**src/design/llti_pkg.sv**
```systemverilog
// shared constants, breakpoint tables and helper types for the log-log drag table unit
`timescale 1ns / 1ps
package llti_pkg;

    localparam int TABLE_POINTS_DEF = 23;
    localparam int ROM_DEFINED      = 22;
    localparam int ROM_AW           = 5;
    localparam int LOG_W            = 23;   // signed Q6.16
    localparam int DIFF_W           = 24;
    localparam int PROD_W           = 48;
    localparam int MAG_W            = 47;
    localparam int QUOT_W           = 24;
    localparam int Y_W              = 25;
    localparam int STEPS            = 16;
    localparam int COEFF_W          = 23;
    localparam logic [COEFF_W-1:0] OUT_MAX = 23'h7FFFFF;

    localparam logic [1:0] REGION_INTERP = 2'd0;
    localparam logic [1:0] REGION_BELOW  = 2'd1;
    localparam logic [1:0] REGION_ABOVE  = 2'd2;

    typedef struct packed {
        logic              start;
        logic [MAG_W-1:0]  num;
        logic [LOG_W-1:0]  den;
    } t_div_req;

    typedef struct packed {
        logic              done;
        logic [QUOT_W-1:0] quot;
    } t_div_rsp;

    // elaboration-time only: log2 in Q16 with the fraction truncated
    function automatic logic signed [31:0] log2_q16(input logic [31:0] v);
        logic [63:0] m;
        logic [31:0] frac;
        int p;
        p    = 0;
        frac = '0;
        for (int j = 0; j < 32; j++) begin
            if (v[j]) p = j;
        end
        m = 64'(v) << (31 - p);
        for (int k = 0; k < 16; k++) begin
            m = (m * m) >> 31;
            if (m >= 64'h1_0000_0000) begin
                frac[15-k] = 1'b1;
                m = m >> 1;
            end
        end
        return 32'(p * 65536) + frac;
    endfunction

    function automatic logic signed [LOG_W-1:0] lq(input logic [31:0] n, input logic [31:0] d);
        return LOG_W'(log2_q16(n) - log2_q16(d));
    endfunction

    function automatic logic [63:0] isqrt64(input logic [63:0] v);
        logic [63:0] r;
        logic [63:0] b;
        logic [63:0] x;
        r = '0;
        b = 64'h4000_0000_0000_0000;
        x = v;
        for (int j = 0; j < 32; j++) begin
            if (x >= r + b) begin
                x = x - (r + b);
                r = (r >> 1) + b;
            end else begin
                r = r >> 1;
            end
            b = b >> 2;
        end
        return r;
    endfunction

    // root 2^(2^-k) in Q2.30
    function automatic logic [31:0] pow_root(input int k);
        logic [63:0] root;
        root = 64'h8000_0000;
        for (int j = 1; j <= k; j++) begin
            root = isqrt64(root << 30);
        end
        return root[31:0];
    endfunction

    localparam logic signed [LOG_W-1:0] LX [ROM_DEFINED] = '{
        lq(1, 5), lq(1, 2), lq(1, 1), lq(2, 1), lq(5, 1), lq(10, 1), lq(20, 1),
        lq(50, 1), lq(100, 1), lq(200, 1), lq(500, 1), lq(1000, 1), lq(2000, 1),
        lq(5000, 1), lq(10000, 1), lq(20000, 1), lq(50000, 1), lq(100000, 1),
        lq(200000, 1), lq(240000, 1), lq(400000, 1), lq(600000, 1)
    };

    localparam logic signed [LOG_W-1:0] LY [ROM_DEFINED] = '{
        lq(100, 1), lq(45, 1), lq(30, 1), lq(29, 2), lq(15, 2), lq(31, 5), lq(21, 5),
        lq(3, 2), lq(1, 1), lq(3, 4), lq(11, 20), lq(9, 20), lq(3, 10), lq(37, 100),
        lq(2, 5), lq(47, 100), lq(1, 2), lq(47, 100), lq(17, 40), lq(1, 8),
        lq(7, 40), lq(1, 5)
    };

    // coefficients rounded to UQ7.16
    localparam logic [COEFF_W-1:0] CD [ROM_DEFINED] = '{
        23'd6553600, 23'd2949120, 23'd1966080, 23'd950272, 23'd491520, 23'd406323,
        23'd275251, 23'd98304, 23'd65536, 23'd49152, 23'd36045, 23'd29491,
        23'd19661, 23'd24248, 23'd26214, 23'd30802, 23'd32768, 23'd30802,
        23'd27853, 23'd8192, 23'd11469, 23'd13107
    };

    localparam logic [31:0] ROOT [STEPS] = '{
        pow_root(1), pow_root(2), pow_root(3), pow_root(4), pow_root(5), pow_root(6),
        pow_root(7), pow_root(8), pow_root(9), pow_root(10), pow_root(11),
        pow_root(12), pow_root(13), pow_root(14), pow_root(15), pow_root(16)
    };

endpackage

```
**src/design/llti_div.sv**
```systemverilog
// restoring divider, one quotient bit per cycle, for the log-space interpolation
`timescale 1ns / 1ps
module llti_div (
    input  logic               i_clk,
    input  logic               i_rst_n,
    input  llti_pkg::t_div_req i_req,
    output llti_pkg::t_div_rsp o_rsp
);

    localparam int CW = $clog2(llti_pkg::QUOT_W);

    logic                          r_busy;
    logic                          r_done;
    logic [CW-1:0]                 r_cnt;
    logic [llti_pkg::MAG_W-1:0]    r_rem;
    logic [llti_pkg::MAG_W-1:0]    r_dsh;
    logic [llti_pkg::QUOT_W-1:0]   r_quot;
    logic                          w_ge;

    assign w_ge = r_rem >= r_dsh;

    always_ff @(posedge i_clk) begin
        if (!i_rst_n) begin
            r_busy <= 1'b0;
            r_done <= 1'b0;
        end else begin
            r_done <= 1'b0;
            if (i_req.start) begin
                r_busy <= 1'b1;
                r_cnt  <= '0;
            end else if (r_busy) begin
                r_cnt <= r_cnt + 1'b1;
                if (r_cnt == CW'(llti_pkg::QUOT_W - 1)) begin
                    r_busy <= 1'b0;
                    r_done <= 1'b1;
                end
            end
        end
    end

    always_ff @(posedge i_clk) begin
        if (i_req.start) begin
            r_rem  <= i_req.num;
            r_dsh  <= llti_pkg::MAG_W'(i_req.den) << (llti_pkg::QUOT_W - 1);
            r_quot <= '0;
        end else if (r_busy) begin
            if (w_ge) r_rem <= r_rem - r_dsh;
            r_quot <= {r_quot[llti_pkg::QUOT_W-2:0], w_ge};
            r_dsh  <= r_dsh >> 1;
        end
    end

    assign o_rsp.done = r_done;
    assign o_rsp.quot = r_quot;

endmodule

```
**config.mk**
```make
export PLATFORM = sky130hd
export DESIGN_NAME = llti_div
export DESIGN_NICKNAME = d
export VERILOG_FILES = /design/src/design/llti_pkg.sv /design/src/design/llti_div.sv
export SDC_FILE = /design/constraint.sdc
export NUM_CORES = 1
export LEC_CHECK = 0
export ABC_AREA = 1
export BUFFER_PORTS_ARGS = -buffer_cell sky130_fd_sc_hd__buf_2
export CORE_MARGIN = 1.5
export CORE_UTILIZATION = 60
export CTS_CLUSTER_DIAMETER = 80
export DETAILED_ROUTE_END_ITERATION = 8
export GPL_ROUTABILITY_DRIVEN = 1
export GPL_TIMING_DRIVEN = 0
export PLACE_DENSITY = 0.88
export SYNTH_ARGS = -nofsm -noshare
export SYNTH_HDL_FRONTEND = slang
export SYNTH_SLANG_ARGS = --single-unit
```
**constraint.sdc**
```tcl
create_clock -name i_clk -period 4.05 [get_ports i_clk]
set_input_delay 0.405 -clock i_clk [delete_from_list [all_inputs] [get_ports i_clk]]
set_output_delay 0.405 -clock i_clk [all_outputs]
set_load 0.05 [all_outputs]
```
==> flow_metrics.env, run 1 <==
export IMPL_worst_slew_pin_slew_ps=792
export IMPL_yosysTopAreaCell="edfxtp_1"
export IMPL_fin_nets=1571
export IMPL_p_leak_nw=5.38
export IMPL_io_buffer_count=97
export IMPL_hold_viol=0
export IMPL_cts_inserted_buffers=17
export IMPL_powerDensity_nw_per_um2=520
export IMPL_p_seq_frac=0.294
export IMPL_ant_nets=0
export IMPL_gp_congestion=1.03
export IMPL_grt_pass1_wl_um=41800
export IMPL_hp_class="input pin to flop"
export IMPL_final_instance_count_excl_fill=1647
export IMPL_root_buffer="clkbuf_16"
export IMPL_drc_errors=0
export IMPL_place_inst=1615
export IMPL_clock_skew_ps=10.0
export IMPL_criticalPathCategory="flop to flop"
export IMPL_end_kind="flop"
export IMPL_p_comb_frac=0.415
export IMPL_avgSynthCellArea_sq_um=6.73
export IMPL_synth_simple_gate_area_frac=0.341
export IMPL_synth_top_family_by_area="simple AND/OR/NAND/NOR gates"
export IMPL_grt_max_degree=33
export IMPL_critPathMaxFanout=24
export IMPL_cts_hold_buf=0
export IMPL_wl_per_cell_um=15.8
export IMPL_clock_latency_ps=430
export IMPL_synth_seq_area_share=0.360
export IMPL_ys_async_sr_fraction=0
export IMPL_cts_clk_slew_worst_paths_ps=60
export IMPL_p_clk_frac=0.292
export IMPL_ys_ff_latch=124
export IMPL_ios=98
export IMPL_synth_edf_count=75
export IMPL_report_power_total_mw=5.37
export IMPL_num_rows=44
export IMPL_die_area_sq_um=15700
export IMPL_track_usage=0.342
export IMPL_grt_pass1_vias=8313
export IMPL_synth_compound_area_share=0.0778
export IMPL_yosys_mux_area_fraction=0
export IMPL_swShare=0.404
export IMPL_cts_setup_buffers=0
export IMPL_ys_warn_count=0
export IMPL_finish_utilization=0.708
export IMPL_fin_ws_ps=892
export IMPL_cts_max_level=4
export IMPL_critPathLaunchType="flop"
export IMPL_dieWidth_um=125
export IMPL_diodes=0
export IMPL_setup_violations=0
export IMPL_ys_flop_type="edfxtp_1"
export IMPL_drtIter0Drc=816
export IMPL_cts_sinks=124
export IMPL_design_core_area_sq_um=14600
export IMPL_routed_wl_um=26000
export IMPL_cts_tree="built"
export IMPL_internal_power_mw=3.20
export IMPL_synth_most_common_cell="nand2_1"
export IMPL_holdWs_ps=241
export IMPL_fillers=1235
export IMPL_place_ws_ps=975
export IMPL_via_count=8662
export IMPL_hpwl_um=20200
export IMPL_synthesis_area_sq_um=8970
export IMPL_max_freq_ghz=0.317
export IMPL_ys_top_cells_by_area="edfxtp_1 (25%), nand2_1 (20%), inv_1 (12%), dfxtp_1 (11%), ha_1 (6.6%)"
export IMPL_drive_above_1_share=0.156
export IMPL_vias_per_cell=5.26
export IMPL_rsz0062_at_grt="no"
export IMPL_synth_xor_area_share=0.0176
export IMPL_min_period_over_period=0.780
export IMPL_dpl_cell_area_sq_um=9710
export IMPL_maxSlewHeadroom=0.472
export IMPL_vdd_drop_max_mv=0.290
export IMPL_design_area_sq_um=10300
export IMPL_period_minus_slack_ps=3160
export IMPL_critPathRequiredTime_ps=4170
export IMPL_cts_path_max_buffers=2
export IMPL_area_growth_pct=15.1
export IMPL_synth_cell_type_count=35
export IMPL_grt_overflow_total=0
export IMPL_switchingPower_mw=2.17
export IMPL_synth_commonest_cells="nand2_1 (477), inv_1 (284), edfxtp_1 (75)"
export IMPL_arrival_ps=3280
export IMPL_synth_top_area_share=0.251
export IMPL_start_util=0.615
export IMPL_fp_dieH_um=125
export IMPL_first_pass_iters=9
export IMPL_drv_slew=0
export IMPL_finalSetupTns_ps=0
export IMPL_synthAdderAreaFrac=0.0678
export IMPL_status="finished, final reports clean"
export IMPL_ctsResizeCount=0
export IMPL_antenna_found_initial=1
export IMPL_syn_inst=1333
export IMPL_synth_nets=1454
export IMPL_drv_cap=0
-- layout by cell type (no fill, tap or decap), drive strengths merged --
cell type  instances
clkinv             4
ha                47
nand3b             6
and2               3
fa                 1
o21ai             49
nand3             71
nand2            504
xor2               3
a21oi             30
clkbuf            41
xnor2             15
nor4               2
o22ai             43
buf              107
o21bai             3
nand4             11
nor3b              1
nor2              90
edfxtp            75
nor3               4
dfxtp             49
or2                6
a21boi             1
inv              297
-- area by class of cell --
class                      instances  area, sq um  area share
multi-input combinational        890         4530       0.439
sequential                       124         3230       0.313
inverter                         293         1100       0.107
clock buffer                      24          547      0.0530
timing repair buffer              98          505      0.0490
tap                              184          230      0.0223
buffer                            26          113      0.0109
clock inverter                     8         65.1     0.00630
-- cells by family after synthesis --
logic type               after synthesis
AND/OR/NAND/NOR                      698
flip-flops                           124
buffers and inverters                319
XOR/XNOR                              18
adder cells (fa/ha/maj)               48
AO/OA/AOI/OAI                        126
-- power by group through the flow --
stage | Sequential (mW) | Combinational [mW] | Clock (mW)
2_1_floorplan | 1.59 | 1.59 | 0
3_3_place_gp | 1.59 | 2.10 | 0
3_5_place_dp | 1.60 | 2.14 | 0
4_1_cts | 1.58 | 2.18 | 1.56
5_1_grt | 1.59 | 2.47 | 1.61
6_report | 1.58 | 2.23 | 1.57
-- flip-flops by register name, summed over array words and instances, names as in the netlist --
name and count:
r_busy 1, r_cnt 5, r_done 1, r_dsh 46
r_quot 24, r_rem 47
-- path summary, 6_finish.rpt --
| kind | from | end | slack, ps | depth (start not counted) |
|---|---|---|---|---|
| max | r_dsh[17]$_SDFFE_PP0P_ | r_rem[34]$_DFFE_PP_ | 890 | 13 |
| min | i_req[55] | r_rem[32]$_DFFE_PP_ | 240 | 3 |
| max reg2reg | r_dsh[17]$_SDFFE_PP0P_ | r_rem[34]$_DFFE_PP_ | 890 | 13 |
| min reg2reg | r_quot[18]$_SDFFE_PP0P_ | r_quot[19]$_SDFFE_PP0P_ | 480 | 2 |
-- worst max-delay path, cell delays in order (launching register included) --
cell and delay, ps:
dfxtp_1 310, inv_1 80, ha_1 370, nand2_1 150
inv_1 110, nand2_1 60, nand2_1 80, a21oi_1 100
o21ai_0 400, nand2_1 90, nand4_1 180, nand2_1 90
nand2_2 530, buf_12 280
-- routing by layer --
layer / track usage / vias to the layer above / wire (um)
met5: 0 / - / 0
met1: 0.456 / 3920 / 11600
met4: 0.129 / 0 / 777
met2: 0.561 / 328 / 11900
met3: 0.0535 / 55 / 1770
li1: - / 4359 / -
Power figures use the tool's default switching activity.
==> run 2: changes to the inputs <==
--- a/config.mk
+++ b/config.mk
@@ -8,12 +8,12 @@
 export ABC_AREA = 1
 export BUFFER_PORTS_ARGS = -buffer_cell sky130_fd_sc_hd__buf_2
 export CORE_MARGIN = 1.5
-export CORE_UTILIZATION = 60
+export CORE_UTILIZATION = 54
 export CTS_CLUSTER_DIAMETER = 80
 export DETAILED_ROUTE_END_ITERATION = 8
 export GPL_ROUTABILITY_DRIVEN = 1
 export GPL_TIMING_DRIVEN = 0
-export PLACE_DENSITY = 0.88
+export PLACE_DENSITY = 0.84
 export SYNTH_ARGS = -nofsm -noshare
 export SYNTH_HDL_FRONTEND = slang
 export SYNTH_SLANG_ARGS = --single-unit
==> constraint.sdc (replaced) <==
create_clock -name i_clk -period 2.6 [get_ports i_clk]
set_input_delay 0.26 -clock i_clk [delete_from_list [all_inputs] [get_ports i_clk]]
set_output_delay 0.26 -clock i_clk [all_outputs]
set_load 0.05 [all_outputs]
==> run 2 against run 1 <==
Highest routed layer unchanged; clock skew about the same; critical path type unchanged; non-clock buffer count is 3 higher; sequential share of layout area decreased by 0.76 points; largest cell class unchanged; critical endpoint is now r_rem[19]$_DFFE_PP_; die area is 11% higher.
==> flow_metrics.env, run 2 (synthesis results as in run 1) <==
export IMPL_ant_nets=0
export IMPL_r2r_cells=10
export IMPL_worst_slew_pin_slew_ps=797
export IMPL_drv_slew=0
export IMPL_grt_pass1_wl_um=41600
export IMPL_vdd_drop_max_mv=0.521
export IMPL_track_usage=0.310
export IMPL_io_buffer_count=97
export IMPL_final_common_cell="nand2_1"
export IMPL_finish_utilization=0.659
export IMPL_r2r_end="r_rem[19]$_DFFE_PP_"
export IMPL_area_growth_pct=17.9
export IMPL_place_ws_ps=-892
export IMPL_antenna_found_initial=0
export IMPL_diodes=0
export IMPL_cts_max_level=4
export IMPL_design_area_sq_um=10600
export IMPL_max_freq_ghz=0.391
export IMPL_ios=98
export IMPL_hold_viol=0
export IMPL_fin_ws_ps=45.0
export IMPL_grt_overflow_total=0
export IMPL_wl_per_cell_um=16.0
export IMPL_fp_dieH_um=132
export IMPL_drc_errors=0
export IMPL_rrSetupSlack_ps=50
export IMPL_powerDensity_nw_per_um2=798
export IMPL_maxSlewHeadroom=0.469
export IMPL_setup_violations=0
export IMPL_grt_max_degree=33
export IMPL_regMostFlops="r_rem"
export IMPL_end_kind="flop"
export IMPL_critPathMaxFanout=12
export IMPL_drv_cap=0
export IMPL_min_period_over_period=0.983
export IMPL_cts_clk_slew_worst_paths_ps=60
export IMPL_routed_wl_um=27000
export IMPL_grt_pass1_vias=8109
export IMPL_critPathLaunchType="flop"
export IMPL_via_count=8779
export IMPL_holdPathStages=3
export IMPL_drtIter0Drc=869
export IMPL_root_buffer="clkbuf_16"
export IMPL_hpwl_um=20500
export IMPL_final_instance_count_excl_fill=1687
export IMPL_clock_skew_ps=10.2
export IMPL_place_inst=1646
export IMPL_p_leak_nw=5.43
export IMPL_start_util=0.559
export IMPL_first_pass_iters=5
export IMPL_cts_inserted_buffers=17
export IMPL_fin_nets=1579
export IMPL_holdWs_ps=72.6
export IMPL_cts_tree="built"
export IMPL_cts_hold_buf=0
export IMPL_r2r_start="r_rem[14]$_DFFE_PP_"
export IMPL_num_rows=46
export IMPL_gp_congestion=0.989
export IMPL_status="finished, final reports clean"
export IMPL_largest_reg_flops=47
export IMPL_min_from="i_rst_n"
export IMPL_die_area_sq_um=17400
export IMPL_holdPathEnd="r_done$_SDFF_PP0_"
export IMPL_critPathRequiredTime_ps=2730
export IMPL_top_regs="r_rem (47), r_dsh (46), r_quot (24)"
export IMPL_cts_sinks=124
export IMPL_hp_class="input pin to flop"
export IMPL_period_minus_slack_ps=2550
export IMPL_cts_path_max_buffers=2
export IMPL_final_cell_mix="nand2_1 (466), inv_1 (283), buf_2 (102)"
export IMPL_arrival_ps=2680
export IMPL_clock_latency_ps=430
export IMPL_design_core_area_sq_um=16100
export IMPL_dpl_cell_area_sq_um=9730
export IMPL_dieWidth_um=132
export IMPL_vias_per_cell=5.20
export IMPL_cp_startpoint="r_rem[14]$_DFFE_PP_"
export IMPL_drive_above_1_share=0.182
export IMPL_criticalPathCategory="flop to flop"
[run 2: cell count changes in the layout (fill, tap and decap cells not counted), moves of 3 or more]
cell,change
ha_1,-12
ha_2,+10
nand2_1,-10
nand2_2,+6
nand2_4,+5
nand2_8,+4
nor2_1,-3
nor2_2,+3
[run 2: where the power goes]
group,internal [mW],switching (mW)
Sequential,2.38,0.0837
Clock,1.40,0.963
Combinational,1.20,2.42
[run 2: area by class of cell]
cell class,instances,area (sq um)
Fill cell,1429,5480
Multi-Input combinational cell,895,4740
Sequential cell,124,3230
Inverter,293,1100
Timing Repair Buffer,101,532
Clock buffer,22,508
Tap cell,216,270
Buffer,26,116
Clock inverter,10,75.1
[run 2: timing repair]
item / in CTS / in global routing
endpoints found under the setup margin: 47 / 50
cloned: 4 / 1
pin swaps: 3 / 4
buffers inserted: 3 / 1
gates resized for setup: 10 / 32
endpoints found under the hold margin: 0 / 0
[run 2: per-stage QoR]
step	setup TNS (ps)	total power [mW]
after floorplan	0	4.96
after global placement	-37100	5.78
after detailed placement	-41770	5.85
after CTS	0	8.27
after global routing	-99.5	8.91
final	0	8.45
[run 2: critical path: stages, from the launching register on]
cell,delay (ps)
edfxtp_1,380
ha_1,400
nand2_2,130
nor2_4,150
nand2_1,130
nor3b_2,240
nand4_1,160
nand4_1,230
nand2_4,90
buf_12,170
nand2_8,160
[run 2: routing by layer]
layer	track usage	up-vias	part of all wire
met5	0	-	0
met4	0.117	0	0.031
met2	0.493	378	0.45
li1	-	4386	-
met3	0.0504	61	0.088
met1	0.426	3954	0.43
[run 2: how the worst max path moves through the flow]
| stage | slack, ps | cells past startpoint | endpoint |
|---|---|---|---|
| floorplan | 130 | 14 | r_rem[0]$_DFFE_PP_ |
| global placement | -790 | 12 | r_rem[30]$_DFFE_PP_ |
| detailed placement | -890 | 9 | r_rem[29]$_DFFE_PP_ |
| CTS | 10 | 15 | r_rem[8]$_DFFE_PP_ |
| global route | -10 | 13 | r_rem[7]$_DFFE_PP_ |
| finish | 50 | 10 | r_rem[19]$_DFFE_PP_ |
